`src/rtl/scs_pkg.sv`:
```
// scs_pkg: shared types, widths and constants for the sensor calibration
// and smoothing block. No dependencies; every rtl file imports it.

package scs_pkg;

  // Block configuration
  localparam int WINDOW    = 5;
  localparam int FRAC_BITS = 6;

  // Port field widths
  localparam int RAW_W      = 16;
  localparam int TREF_W     = 10;
  localparam int HREF_W     = 8;
  localparam int TAVG_W     = 20;
  localparam int HAVG_W     = 13;
  localparam int ERR_W      = 2;
  localparam int CFG_IDX_W  = 3;
  localparam int CFG_DATA_W = 16;

  // Register indexes
  localparam logic [CFG_IDX_W-1:0] REG_TEMP_REF_LOW  = CFG_IDX_W'(0);
  localparam logic [CFG_IDX_W-1:0] REG_TEMP_REF_HIGH = CFG_IDX_W'(1);
  localparam logic [CFG_IDX_W-1:0] REG_TEMP_RAW_LOW  = CFG_IDX_W'(2);
  localparam logic [CFG_IDX_W-1:0] REG_TEMP_RAW_HIGH = CFG_IDX_W'(3);
  localparam logic [CFG_IDX_W-1:0] REG_HUM_REF_LOW   = CFG_IDX_W'(4);
  localparam logic [CFG_IDX_W-1:0] REG_HUM_REF_HIGH  = CFG_IDX_W'(5);
  localparam logic [CFG_IDX_W-1:0] REG_HUM_RAW_LOW   = CFG_IDX_W'(6);
  localparam logic [CFG_IDX_W-1:0] REG_HUM_RAW_HIGH  = CFG_IDX_W'(7);

  // Calibration arithmetic
  localparam int DIFF_W  = RAW_W + 1;          // raw difference, signed
  localparam int TSPAN_W = TREF_W + 1;         // reference span, signed
  localparam int HSPAN_W = HREF_W + 1;
  localparam int TPROD_W = DIFF_W + TSPAN_W;   // difference times span
  localparam int HPROD_W = DIFF_W + HSPAN_W;
  localparam int TSHIFT  = FRAC_BITS - 3;      // eighths of a degree to 2^-F
  localparam int HSHIFT  = FRAC_BITS - 1;      // half percent to 2^-F
  localparam int TNUM_W  = TPROD_W + TSHIFT;
  localparam int HNUM_W  = HPROD_W + HSHIFT;
  localparam int DIV_W   = (TNUM_W > HNUM_W) ? TNUM_W : HNUM_W;
  localparam int DEN_W   = RAW_W;              // magnitude of a raw difference
  localparam int DIV_CNT_W = $clog2(DIV_W);
  localparam int QS_W    = DIV_W + 1;          // signed quotient
  localparam int CAL_W   = DIV_W + 2;          // base plus signed quotient
  localparam int TBASE_W = TREF_W + TSHIFT;
  localparam int HBASE_W = HREF_W + HSHIFT;

  localparam logic signed [CAL_W-1:0] TEMP_MAX_C = CAL_W'((64'd1 << (TAVG_W - 1)) - 64'd1);
  localparam logic signed [CAL_W-1:0] TEMP_MIN_C = ~TEMP_MAX_C;
  localparam logic signed [CAL_W-1:0] HUM_MAX_C  = CAL_W'(64'd100 << FRAC_BITS);

  // Moving average
  localparam int SLOT_W  = $clog2(WINDOW);
  localparam int TSUM_W  = TAVG_W + SLOT_W;
  localparam int HSUM_W  = HAVG_W + SLOT_W;
  // window sum divided by WINDOW via exact reciprocal multiply
  localparam int AVG_N   = TSUM_W;
  localparam int AVG_K   = AVG_N + SLOT_W;
  localparam int AVG_M_W = AVG_N + 1;
  localparam int AVG_P_W = AVG_N + AVG_M_W;
  localparam int AVG_Q_W = AVG_P_W - AVG_K;
  localparam logic [63:0] AVG_M_FULL =
    ((64'd1 << AVG_K) + 64'(WINDOW - 1)) / 64'(WINDOW);
  localparam logic [AVG_M_W-1:0] AVG_M = AVG_M_FULL[AVG_M_W-1:0];

  // Channel payloads
  typedef struct packed {
    logic signed [RAW_W-1:0] temp_sample;
    logic signed [RAW_W-1:0] hum_sample;
  } in_item_t;

  typedef struct packed {
    logic signed [TAVG_W-1:0] temperature_avg;
    logic        [HAVG_W-1:0] humidity_avg;
    logic        [ERR_W-1:0]  calib_error;
  } out_item_t;

  // Controller to datapath commands
  typedef struct packed {
    logic load;       // capture sample differences
    logic mult;       // difference times span
    logic prefill;    // fill both windows with the lower reference
    logic div_start;  // launch both dividers
    logic calib;      // add base, saturate / clamp
    logic update;     // write window slot, update running sums
    logic avg_mul;    // reciprocal multiply of the sums
    logic out_load;   // load the output register
  } dp_cmd_t;

  // Datapath to controller status
  typedef struct packed {
    logic div_done;
  } dp_sts_t;

endpackage

```
`src/rtl/scs_div.sv`:
```
// scs_div: iterative restoring divider for unsigned magnitudes, one
// quotient bit per cycle. Depends on scs_pkg.

module scs_div
  import scs_pkg::*;
(
  input  logic             clk,
  input  logic             rst_n,
  input  logic             start,
  input  logic [DIV_W-1:0] dividend,
  input  logic [DEN_W-1:0] divisor,
  output logic             done,
  output logic [DIV_W-1:0] quotient
);

  logic                 busy_r;
  logic                 done_r;
  logic [DIV_CNT_W-1:0] cnt_r;
  logic [DIV_W-1:0]     quo_r;
  logic [DEN_W-1:0]     rem_r;
  logic [DEN_W-1:0]     dvs_r;

  logic [DEN_W:0]   rem_sh;
  logic [DEN_W:0]   rem_sub;
  logic             fits;
  logic [DEN_W-1:0] rem_nxt;
  logic [DIV_W-1:0] quo_nxt;
  logic             last;

  // One restoring step: shift in next dividend bit, subtract if it fits
  always_comb begin
    rem_sh  = {rem_r, quo_r[DIV_W-1]};
    rem_sub = rem_sh - {1'b0, dvs_r};
    fits    = (rem_sh >= {1'b0, dvs_r});
    rem_nxt = fits ? rem_sub[DEN_W-1:0] : rem_sh[DEN_W-1:0];
    quo_nxt = {quo_r[DIV_W-2:0], fits};
    last    = (cnt_r == DIV_CNT_W'(DIV_W - 1));
  end

  // Step control
  always_ff @(posedge clk) begin
    if (!rst_n) begin
      busy_r <= 1'b0;
      done_r <= 1'b0;
      cnt_r  <= '0;
    end else begin
      // done pulses for one cycle after the final step
      done_r <= !start && busy_r && last;
      if (start) begin
        busy_r <= 1'b1;
        cnt_r  <= '0;
      end else if (busy_r) begin
        cnt_r <= cnt_r + 1'b1;
        if (last) begin
          busy_r <= 1'b0;
        end
      end
    end
  end

  // Remainder and quotient shift register
  always_ff @(posedge clk) begin
    if (start) begin
      quo_r <= dividend;
      rem_r <= '0;
      dvs_r <= divisor;
    end else if (busy_r) begin
      quo_r <= quo_nxt;
      rem_r <= rem_nxt;
    end
  end

  assign done     = done_r;
  assign quotient = quo_r;

endmodule

```
`src/rtl/scs_datapath.sv`:
```
// scs_datapath: configuration registers, calibration arithmetic, the two
// dividers, smoothing windows and the output register. Depends on scs_pkg
// and scs_div.

module scs_datapath
  import scs_pkg::*;
(
  input  logic                  clk,
  input  logic                  rst_n,
  input  logic                  cfg_we,
  input  logic [CFG_IDX_W-1:0]  cfg_idx,
  input  logic [CFG_DATA_W-1:0] cfg_wdata,
  input  in_item_t              in_data,
  input  dp_cmd_t               cmd,
  output dp_sts_t               sts,
  output out_item_t             out_data
);

  // Configuration registers
  logic        [TREF_W-1:0] t_lo_r, t_hi_r;
  logic signed [RAW_W-1:0]  tr_lo_r, tr_hi_r;
  logic        [HREF_W-1:0] h_lo_r, h_hi_r;
  logic signed [RAW_W-1:0]  hr_lo_r, hr_hi_r;

  always_ff @(posedge clk) begin
    if (!rst_n) begin
      t_lo_r  <= '0;
      t_hi_r  <= '0;
      tr_lo_r <= '0;
      tr_hi_r <= '0;
      h_lo_r  <= '0;
      h_hi_r  <= '0;
      hr_lo_r <= '0;
      hr_hi_r <= '0;
    end else if (cfg_we) begin
      case (cfg_idx)
        REG_TEMP_REF_LOW:  t_lo_r  <= cfg_wdata[TREF_W-1:0];
        REG_TEMP_REF_HIGH: t_hi_r  <= cfg_wdata[TREF_W-1:0];
        REG_TEMP_RAW_LOW:  tr_lo_r <= cfg_wdata[RAW_W-1:0];
        REG_TEMP_RAW_HIGH: tr_hi_r <= cfg_wdata[RAW_W-1:0];
        REG_HUM_REF_LOW:   h_lo_r  <= cfg_wdata[HREF_W-1:0];
        REG_HUM_REF_HIGH:  h_hi_r  <= cfg_wdata[HREF_W-1:0];
        REG_HUM_RAW_LOW:   hr_lo_r <= cfg_wdata[RAW_W-1:0];
        REG_HUM_RAW_HIGH:  hr_hi_r <= cfg_wdata[RAW_W-1:0];
        default: ;
      endcase
    end
  end

  // Terms derived from configuration
  logic signed [DIFF_W-1:0]  t_den, h_den;
  logic signed [TSPAN_W-1:0] t_span;
  logic signed [HSPAN_W-1:0] h_span;
  logic        [TBASE_W-1:0] t_base;
  logic        [HBASE_W-1:0] h_base;
  logic                      t_err, h_err;

  always_comb begin
    t_den  = {tr_hi_r[RAW_W-1], tr_hi_r} - {tr_lo_r[RAW_W-1], tr_lo_r};
    h_den  = {hr_hi_r[RAW_W-1], hr_hi_r} - {hr_lo_r[RAW_W-1], hr_lo_r};
    t_span = {1'b0, t_hi_r} - {1'b0, t_lo_r};
    h_span = {1'b0, h_hi_r} - {1'b0, h_lo_r};
    t_base = TBASE_W'(t_lo_r) << TSHIFT;
    h_base = HBASE_W'(h_lo_r) << HSHIFT;
    t_err  = (t_den == '0);
    h_err  = (h_den == '0);
  end

  // Sample difference and product registers
  logic signed [DIFF_W-1:0]  t_diff_r, h_diff_r;
  logic signed [TPROD_W-1:0] t_prod_r;
  logic signed [HPROD_W-1:0] h_prod_r;

  always_ff @(posedge clk) begin
    if (cmd.load) begin
      t_diff_r <= {in_data.temp_sample[RAW_W-1], in_data.temp_sample}
                  - {tr_lo_r[RAW_W-1], tr_lo_r};
      h_diff_r <= {in_data.hum_sample[RAW_W-1], in_data.hum_sample}
                  - {hr_lo_r[RAW_W-1], hr_lo_r};
    end
    if (cmd.mult) begin
      t_prod_r <= t_diff_r * t_span;
      h_prod_r <= h_diff_r * h_span;
    end
  end

  // Divider operands: magnitudes, sign kept aside
  logic [TPROD_W-1:0] t_prod_abs;
  logic [HPROD_W-1:0] h_prod_abs;
  logic [DIFF_W-1:0]  t_den_abs, h_den_abs;
  logic [DIV_W-1:0]   t_dvd, h_dvd;
  logic [DIV_W-1:0]   t_quo, h_quo;
  logic               t_done, h_done;
  logic               t_qneg_r, h_qneg_r;

  always_comb begin
    t_prod_abs = t_prod_r[TPROD_W-1] ? TPROD_W'(-t_prod_r) : TPROD_W'(t_prod_r);
    h_prod_abs = h_prod_r[HPROD_W-1] ? HPROD_W'(-h_prod_r) : HPROD_W'(h_prod_r);
    t_den_abs  = t_den[DIFF_W-1] ? DIFF_W'(-t_den) : DIFF_W'(t_den);
    h_den_abs  = h_den[DIFF_W-1] ? DIFF_W'(-h_den) : DIFF_W'(h_den);
    t_dvd      = DIV_W'(t_prod_abs) << TSHIFT;
    h_dvd      = DIV_W'(h_prod_abs) << HSHIFT;
  end

  always_ff @(posedge clk) begin
    if (cmd.div_start) begin
      t_qneg_r <= t_prod_r[TPROD_W-1] ^ t_den[DIFF_W-1];
      h_qneg_r <= h_prod_r[HPROD_W-1] ^ h_den[DIFF_W-1];
    end
  end

  scs_div u_tdiv (
    .clk      (clk),
    .rst_n    (rst_n),
    .start    (cmd.div_start),
    .dividend (t_dvd),
    .divisor  (t_den_abs[DEN_W-1:0]),
    .done     (t_done),
    .quotient (t_quo)
  );

  scs_div u_hdiv (
    .clk      (clk),
    .rst_n    (rst_n),
    .start    (cmd.div_start),
    .dividend (h_dvd),
    .divisor  (h_den_abs[DEN_W-1:0]),
    .done     (h_done),
    .quotient (h_quo)
  );

  assign sts.div_done = t_done & h_done;

  // Calibrated value: base plus truncated quotient (base alone on a zero denominator), then range limits
  logic signed [QS_W-1:0]   t_qs, h_qs;
  logic signed [CAL_W-1:0]  t_sel, h_sel;
  logic signed [TAVG_W-1:0] t_lim;
  logic        [HAVG_W-1:0] h_lim;
  logic signed [TAVG_W-1:0] t_val_r;
  logic        [HAVG_W-1:0] h_val_r;
  logic        [ERR_W-1:0]  err_r;

  always_comb begin
    t_qs = t_qneg_r ? -$signed({1'b0, t_quo}) : $signed({1'b0, t_quo});
    h_qs = h_qneg_r ? -$signed({1'b0, h_quo}) : $signed({1'b0, h_quo});
    if (t_err) begin
      t_sel = $signed(CAL_W'(t_base));
    end else begin
      t_sel = $signed(CAL_W'(t_base)) + {t_qs[QS_W-1], t_qs};
    end
    if (h_err) begin
      h_sel = $signed(CAL_W'(h_base));
    end else begin
      h_sel = $signed(CAL_W'(h_base)) + {h_qs[QS_W-1], h_qs};
    end
    // temperature saturates to the output range
    if (t_sel > TEMP_MAX_C) begin
      t_lim = TEMP_MAX_C[TAVG_W-1:0];
    end else if (t_sel < TEMP_MIN_C) begin
      t_lim = TEMP_MIN_C[TAVG_W-1:0];
    end else begin
      t_lim = t_sel[TAVG_W-1:0];
    end
    // humidity clamps to 0..100 %
    if (h_sel[CAL_W-1]) begin
      h_lim = '0;
    end else if (h_sel > HUM_MAX_C) begin
      h_lim = HUM_MAX_C[HAVG_W-1:0];
    end else begin
      h_lim = h_sel[HAVG_W-1:0];
    end
  end

  always_ff @(posedge clk) begin
    if (cmd.calib) begin
      t_val_r <= t_lim;
      h_val_r <= h_lim;
      err_r   <= {h_err, t_err};
    end
  end

  // Smoothing windows with running sums
  logic signed [TAVG_W-1:0] t_win_r [WINDOW];
  logic        [HAVG_W-1:0] h_win_r [WINDOW];
  logic signed [TSUM_W-1:0] t_sum_r;
  logic        [HSUM_W-1:0] h_sum_r;
  logic        [SLOT_W-1:0] slot_r;
  logic signed [TAVG_W-1:0] t_old;
  logic        [HAVG_W-1:0] h_old;

  assign t_old = t_win_r[slot_r];
  assign h_old = h_win_r[slot_r];

  always_ff @(posedge clk) begin
    if (cmd.prefill) begin
      for (int i = 0; i < WINDOW; i++) begin
        t_win_r[i] <= TAVG_W'(t_base);
        h_win_r[i] <= HAVG_W'(h_base);
      end
      t_sum_r <= TSUM_W'(t_base) * TSUM_W'(WINDOW);
      h_sum_r <= HSUM_W'(h_base) * HSUM_W'(WINDOW);
    end else if (cmd.update) begin
      t_win_r[slot_r] <= t_val_r;
      h_win_r[slot_r] <= h_val_r;
      t_sum_r <= t_sum_r - {{SLOT_W{t_old[TAVG_W-1]}}, t_old}
                 + {{SLOT_W{t_val_r[TAVG_W-1]}}, t_val_r};
      h_sum_r <= h_sum_r - HSUM_W'(h_old) + HSUM_W'(h_val_r);
    end
  end

  // Write slot, shared by both channels
  always_ff @(posedge clk) begin
    if (!rst_n) begin
      slot_r <= '0;
    end else if (cmd.update) begin
      slot_r <= (slot_r == SLOT_W'(WINDOW - 1)) ? '0 : slot_r + 1'b1;
    end
  end

  // Sum / WINDOW: reciprocal multiply on magnitudes
  logic [AVG_N-1:0]   t_sum_abs;
  logic [AVG_P_W-1:0] t_avg_p_r, h_avg_p_r;
  logic               t_avg_neg_r;

  assign t_sum_abs = t_sum_r[TSUM_W-1] ? AVG_N'(-t_sum_r) : AVG_N'(t_sum_r);

  always_ff @(posedge clk) begin
    if (cmd.avg_mul) begin
      t_avg_p_r   <= AVG_P_W'(t_sum_abs) * AVG_P_W'(AVG_M);
      h_avg_p_r   <= AVG_P_W'(h_sum_r) * AVG_P_W'(AVG_M);
      t_avg_neg_r <= t_sum_r[TSUM_W-1];
    end
  end

  // Output register
  logic [AVG_Q_W-1:0] t_avg_q, h_avg_q, t_avg_s;
  out_item_t          out_r;

  always_comb begin
    t_avg_q = t_avg_p_r[AVG_P_W-1:AVG_K];
    h_avg_q = h_avg_p_r[AVG_P_W-1:AVG_K];
    t_avg_s = t_avg_neg_r ? -t_avg_q : t_avg_q;
  end

  always_ff @(posedge clk) begin
    if (cmd.out_load) begin
      out_r.temperature_avg <= t_avg_s[TAVG_W-1:0];
      out_r.humidity_avg    <= h_avg_q[HAVG_W-1:0];
      out_r.calib_error     <= err_r;
    end
  end

  assign out_data = out_r;

endmodule

```
`src/rtl/scs_ctrl.sv`:
```
// scs_ctrl: controller for the calibration and smoothing datapath;
// sequences one item at a time and owns the handshakes. Depends on scs_pkg.

module scs_ctrl
  import scs_pkg::*;
(
  input  logic    clk,
  input  logic    rst_n,
  input  logic    cfg_we,
  input  logic    in_valid,
  output logic    in_ready,
  output logic    out_valid,
  input  logic    out_ready,
  output dp_cmd_t cmd,
  input  dp_sts_t sts
);

  typedef enum logic [2:0] {
    S_IDLE,
    S_MULT,
    S_DIVS,
    S_DIVW,
    S_CALIB,
    S_UPDT,
    S_AVGM,
    S_OUTP
  } state_t;

  state_t state_r, state_nxt;
  logic   primed_r, primed_nxt;
  logic   out_valid_r, out_valid_nxt;

  // Next state and commands
  always_comb begin
    state_nxt  = state_r;
    primed_nxt = primed_r;
    cmd        = '0;
    case (state_r)
      S_IDLE: begin
        if (in_valid) begin
          cmd.load  = 1'b1;
          state_nxt = S_MULT;
        end
      end
      S_MULT: begin
        cmd.mult    = 1'b1;
        cmd.prefill = !primed_r;
        primed_nxt  = 1'b1;
        state_nxt   = S_DIVS;
      end
      S_DIVS: begin
        cmd.div_start = 1'b1;
        state_nxt     = S_DIVW;
      end
      S_DIVW: begin
        if (sts.div_done) begin
          state_nxt = S_CALIB;
        end
      end
      S_CALIB: begin
        cmd.calib = 1'b1;
        state_nxt = S_UPDT;
      end
      S_UPDT: begin
        cmd.update = 1'b1;
        state_nxt  = S_AVGM;
      end
      S_AVGM: begin
        cmd.avg_mul = 1'b1;
        state_nxt   = S_OUTP;
      end
      S_OUTP: begin
        // wait until the output register is free or being emptied
        if (!out_valid_r || out_ready) begin
          cmd.out_load = 1'b1;
          state_nxt    = S_IDLE;
        end
      end
      default: begin
        state_nxt = S_IDLE;
      end
    endcase
    // any register write forces a window prefill on the next item
    if (cfg_we) begin
      primed_nxt = 1'b0;
    end
  end

  // Output valid tracking
  always_comb begin
    if (cmd.out_load) begin
      out_valid_nxt = 1'b1;
    end else if (out_ready) begin
      out_valid_nxt = 1'b0;
    end else begin
      out_valid_nxt = out_valid_r;
    end
  end

  always_ff @(posedge clk) begin
    if (!rst_n) begin
      state_r     <= S_IDLE;
      primed_r    <= 1'b0;
      out_valid_r <= 1'b0;
    end else begin
      state_r     <= state_nxt;
      primed_r    <= primed_nxt;
      out_valid_r <= out_valid_nxt;
    end
  end

  assign in_ready  = (state_r == S_IDLE);
  assign out_valid = out_valid_r;

endmodule

```
`src/rtl/sensor_calib_smoothing_unit.sv`:
```
// sensor_calib_smoothing_unit: top level of the temperature / humidity
// calibration and smoothing block. Depends on scs_pkg, scs_ctrl, scs_datapath.
//
// Usage:
//   Input channel (in_valid / in_ready / in_data) carries one raw temperature
//   and one raw humidity sample per item. Result channel (out_valid /
//   out_ready / out_data) returns one item per input: both smoothed values
//   with 6 fraction bits and the two calibration error flags.
//   Configuration is a plain write port (cfg_we, cfg_idx, cfg_wdata); write
//   only while no item is in flight. A write makes the next item refill both
//   5-sample windows with the lower reference values.
//   Sequencing: an accept is followed by the multiply, divider start and
//   wait, calibrate, window update, reciprocal multiply and output load
//   states; in_ready returns with out_valid, so items never overlap. Both
//   31-step dividers run in parallel, one quotient bit per cycle.
//   A finished result sits in the output register; the next item is
//   accepted while it waits. If the receiver still stalls when the following
//   result is ready, the controller holds that result and in_ready stays low.
//   Reset (rst_n, synchronous, active low) clears the configuration to zero,
//   the write slot, the output valid and forces a prefill on the first item.

module sensor_calib_smoothing_unit
  import scs_pkg::*;
(
  input  logic                  clk,
  input  logic                  rst_n,
  input  logic                  cfg_we,
  input  logic [CFG_IDX_W-1:0]  cfg_idx,
  input  logic [CFG_DATA_W-1:0] cfg_wdata,
  input  logic                  in_valid,
  output logic                  in_ready,
  input  in_item_t              in_data,
  output logic                  out_valid,
  input  logic                  out_ready,
  output out_item_t             out_data
);

  dp_cmd_t dp_cmd;
  dp_sts_t dp_sts;

  scs_ctrl u_ctrl (
    .clk       (clk),
    .rst_n     (rst_n),
    .cfg_we    (cfg_we),
    .in_valid  (in_valid),
    .in_ready  (in_ready),
    .out_valid (out_valid),
    .out_ready (out_ready),
    .cmd       (dp_cmd),
    .sts       (dp_sts)
  );

  scs_datapath u_dp (
    .clk       (clk),
    .rst_n     (rst_n),
    .cfg_we    (cfg_we),
    .cfg_idx   (cfg_idx),
    .cfg_wdata (cfg_wdata),
    .in_data   (in_data),
    .cmd       (dp_cmd),
    .sts       (dp_sts),
    .out_data  (out_data)
  );

  // One item in flight: an accept closes the input until the item is done
  a_single_item: assert property (@(posedge clk) disable iff (!rst_n)
    (in_valid && in_ready) |=> !in_ready)
    else $error("input accepted while an item is in flight");

  // A new result never overwrites one the receiver has not taken
  a_no_overwrite: assert property (@(posedge clk) disable iff (!rst_n)
    dp_cmd.out_load |-> (!out_valid || out_ready))
    else $error("output register overwritten before it was taken");

  // Calibration only uses a finished quotient
  a_div_complete: assert property (@(posedge clk) disable iff (!rst_n)
    dp_cmd.calib |-> $past(dp_sts.div_done))
    else $error("calibration step without a completed division");

endmodule

```
`config.mk`:
```
export PLATFORM = sky130hd
export DESIGN_NAME = sensor_calib_smoothing_unit
export DESIGN_NICKNAME = d
export VERILOG_FILES = /design/src/rtl/scs_pkg.sv /design/src/rtl/scs_div.sv /design/src/rtl/scs_datapath.sv /design/src/rtl/scs_ctrl.sv /design/src/rtl/sensor_calib_smoothing_unit.sv
export SDC_FILE = /design/constraint.sdc
export NUM_CORES = 2
export LEC_CHECK = 0
export ABC_AREA = 1
export ABC_CLOCK_PERIOD_IN_PS = 10710
export BUFFER_PORTS_ARGS = -buffer_cell sky130_fd_sc_hd__buf_4
export CORE_MARGIN = 1
export CORE_UTILIZATION = 40
export CTS_BUF_LIST = sky130_fd_sc_hd__clkbuf_4
export CTS_CLUSTER_SIZE = 14
export DETAILED_ROUTE_END_ITERATION = 6
export PLACE_DENSITY = 0.52
export SETUP_SLACK_MARGIN = 0.05
export SYNTH_ARGS = -nofsm -noshare
export SYNTH_HDL_FRONTEND = slang
export SYNTH_SLANG_ARGS = --single-unit
```
`constraint.sdc`:
```
create_clock -name clk -period 10.71 [get_ports clk]
set_input_delay 1.6065 -clock clk [delete_from_list [all_inputs] [get_ports clk]]
set_output_delay 1.6065 -clock clk [all_outputs]
set_load 0.1 [all_outputs]
```
==> results.ini <==
[placed_design]
place_hpwl_mm=144
gp_congestion=0.911
port_buffers=92
dp_slack_ns=1.99

[floorplan]
initial_core_util_pct=40.3
fp.dieW_um=413
num_rows=150
core_region_area_sq_um=167000
die_area_sq_um=170000
die_h_um=413
ioPinCount=93

[clock_tree]
cts_setup_buffers=0
postCtsHoldBufs=0
cts_made_buffers=212
cts_tree=done
ctsResizeCount=0
clk_pin_slew_ns=0.06
clockRootBuffer=clkbuf_4
clock_sinks=748
cts.htree.levels=4
cts_buffer_depth=3
insertion_delay_ns=1.21

[sta]
rsz0062_at_grt=false
clock_skew_ns=0.0972
worst_pin_slew_ns=1.13
max_clock_freq_ghz=0.116
setup_slack_ns=2.06
finalMaxSlewViolations=0
hold_violations=0
fin_tns_setup_ns=0
period_share_pct=80.7
final-setup-viol-count=0
relSlewSlack_pct=24.2
period_needed_ns=8.65

[worst_setup_path]
arrival_ns=9.55
r2r-start=u_dp.t_sum_r[0]
worst-path-max-fanout=14
critPathMostFrequentCell=inv_1
required_ns=11.61
reg2reg_depth=36
critical_path.endpoint=u_dp.t_avg_p_r[41]
crit_path_max_incr_delay_ns=0.58
critPathLaunch=u_dp.t_sum_r[0]
startpoint_type=flop
slowest_stage=fa_1
rr_endpoint=u_dp.t_avg_p_r[41]
crit_type=reg -> reg
end_kind=flop
r2r_setup_slack_ns=2.06

[drt]
drc_errors=0
ant_nets=0
drt-pass1-iter-count=6
viasPerCell=5.04
wirelength_mm=186
num_vias=53000
first_iter_violations=3264
wl_per_cell_um=17.7

[grt]
grt_max_degree=104
grt_pass1_wl_mm=293
grt_util_all_layers_pct=21.9
grt_pass1_vias=53000
antenna_found_initial=5
overflow=0

[synth]
yosysWarnings=0
synthFlopType=edfxtp_1
synth-edff-count=568
netlist_area_sq_um=67500
synth_seq_cells=748
synth_async_sr_flop_share_pct=0
synth.distinct_cells=72
syn_area_per_cell_sq_um=8.49
syn-instance-count=7949
syn_nets=9221
ys_seq_area_share_pct=30.6

[cells_and_area]
final_common_cell=inv_1
final_cell_mix=inv_1 (1,429), nand2_1 (1,242), nor2_1 (980)
nNetsFinal=9395
num-fill-cells=16800
final_core_util_pct=43.9
syn2layout_area_growth_pct=8.87
drive_gt1_share_pct=7.50

[worst_hold_path]
hp-class=reg -> reg

[flow_run]
cap_violations=0

[status]
run_status=finished clean

## synthesized netlist by cell type, types with 23 or more instances
| master | instances | area (sq um) |
|---|---|---|
| nand2_2 | 44 | 275 |
| a21oi_1 | 400 | 2000 |
| o22ai_1 | 76 | 475 |
| nand3_1 | 253 | 1270 |
| or2_2 | 23 | 144 |
| nand2_1 | 1247 | 4680 |
| xor2_1 | 209 | 1830 |
| dfxtp_1 | 180 | 3600 |
| ha_1 | 647 | 8100 |
| o21ai_0 | 616 | 3080 |
| nor3_1 | 61 | 305 |
| inv_1 | 1432 | 5380 |
| xnor2_1 | 92 | 806 |
| clkbuf_1 | 154 | 578 |
| edfxtp_1 | 568 | 17100 |
| nor2_1 | 991 | 3720 |
| a31oi_1 | 59 | 369 |
| fa_1 | 569 | 11400 |
| nand4_1 | 54 | 338 |
| o211ai_1 | 26 | 195 |
## how the worst min path moves through the flow
stage,end,cells after the start,slack (ns),start
global route,u_dp.out_data[4],0,0.40,u_dp.h_avg_p_r[28]
finish,u_dp.out_data[4],0,0.39,u_dp.h_avg_p_r[28]
floorplan,u_dp.out_data[0],0,0.40,u_dp.err_r[0]
detailed placement,u_dp.out_data[9],0,0.41,u_dp.h_avg_p_r[33]
global placement,u_dp.out_data[9],0,0.41,u_dp.h_avg_p_r[33]
CTS,u_dp.out_data[4],0,0.40,u_dp.h_avg_p_r[28]
## state kept, by name, summed over array words and instances, names as in the netlist, 17 cells and up, named ones only
signal	flops
u_dp.t_sum_r	23
u_dp.u_hdiv.quotient	31
u_dp.t_avg_p_r	20
u_dp.t_diff_r	17
u_dp.u_tdiv.quotient	31
u_dp.t_prod_r	28
u_dp.h_prod_r	26
u_dp.out_data	35
u_dp.t_win_r	160
u_dp.t_val_r	20
u_dp.h_win_r	104
u_dp.h_diff_r	17
## through the flow
step	cells	instance area, sq um	hold WS [ns]
5_1_grt	10500	73400	0.398
4_1_cts	10500	73400	0.402
3_3_place_gp	10100	70600	0.410
6_report	10500	73400	0.394
3_5_place_dp	10100	70600	0.406
2_1_floorplan	7949	67500	0.400
## routing by layer
layer | vias up | global-route usage, % | share of wire, %
met2 | 1133 | 37.7 | 48
met1 | 25300 | 28.5 | 45
met4 | 6 | 6.82 | 2.8
li1 | 26200 | - | -
met5 | - | 0 | 0.020
met3 | 278 | 2.97 | 4.3
## critical path: cells and delay by family, from the launching register on
family	cells	cell delay (ns)
xor gates and xnor gates	1	0.08
DFF	1	0.54
and+or+nand+nor	9	1.66
AOI/OAI and AO/OA	8	1.54
buffers and inverters	10	0.87
adders and majority gates	8	3.71
## cell type report
type,instances,area (sq um),share of cell area [%]
Sequential cell,748,20700,28.1
Multi-Input combinational cell,5570,40700,55.4
Clock inverter,86,457,0.622
Antenna cell,10,25.0,0.0341
Clock buffer,310,2330,3.17
Timing Repair Buffer,139,1040,1.42
Tap cell,2204,2760,3.75
Inverter,1452,5450,7.42
## kinds of logic after synthesis
kind of cell,count (synthesis),synth area share (%)
and+or+nand+nor,2746,16.8
DFF,748,30.6
AOI/OAI and AO/OA,1304,10.6
xor gates and xnor gates,304,4.00
adders and majority gates,1216,28.9
buffers and inverters,1631,9.15
Power is not shown: default switching activity piles up to over one toggle a cycle in this logic, so the estimate is an artifact.
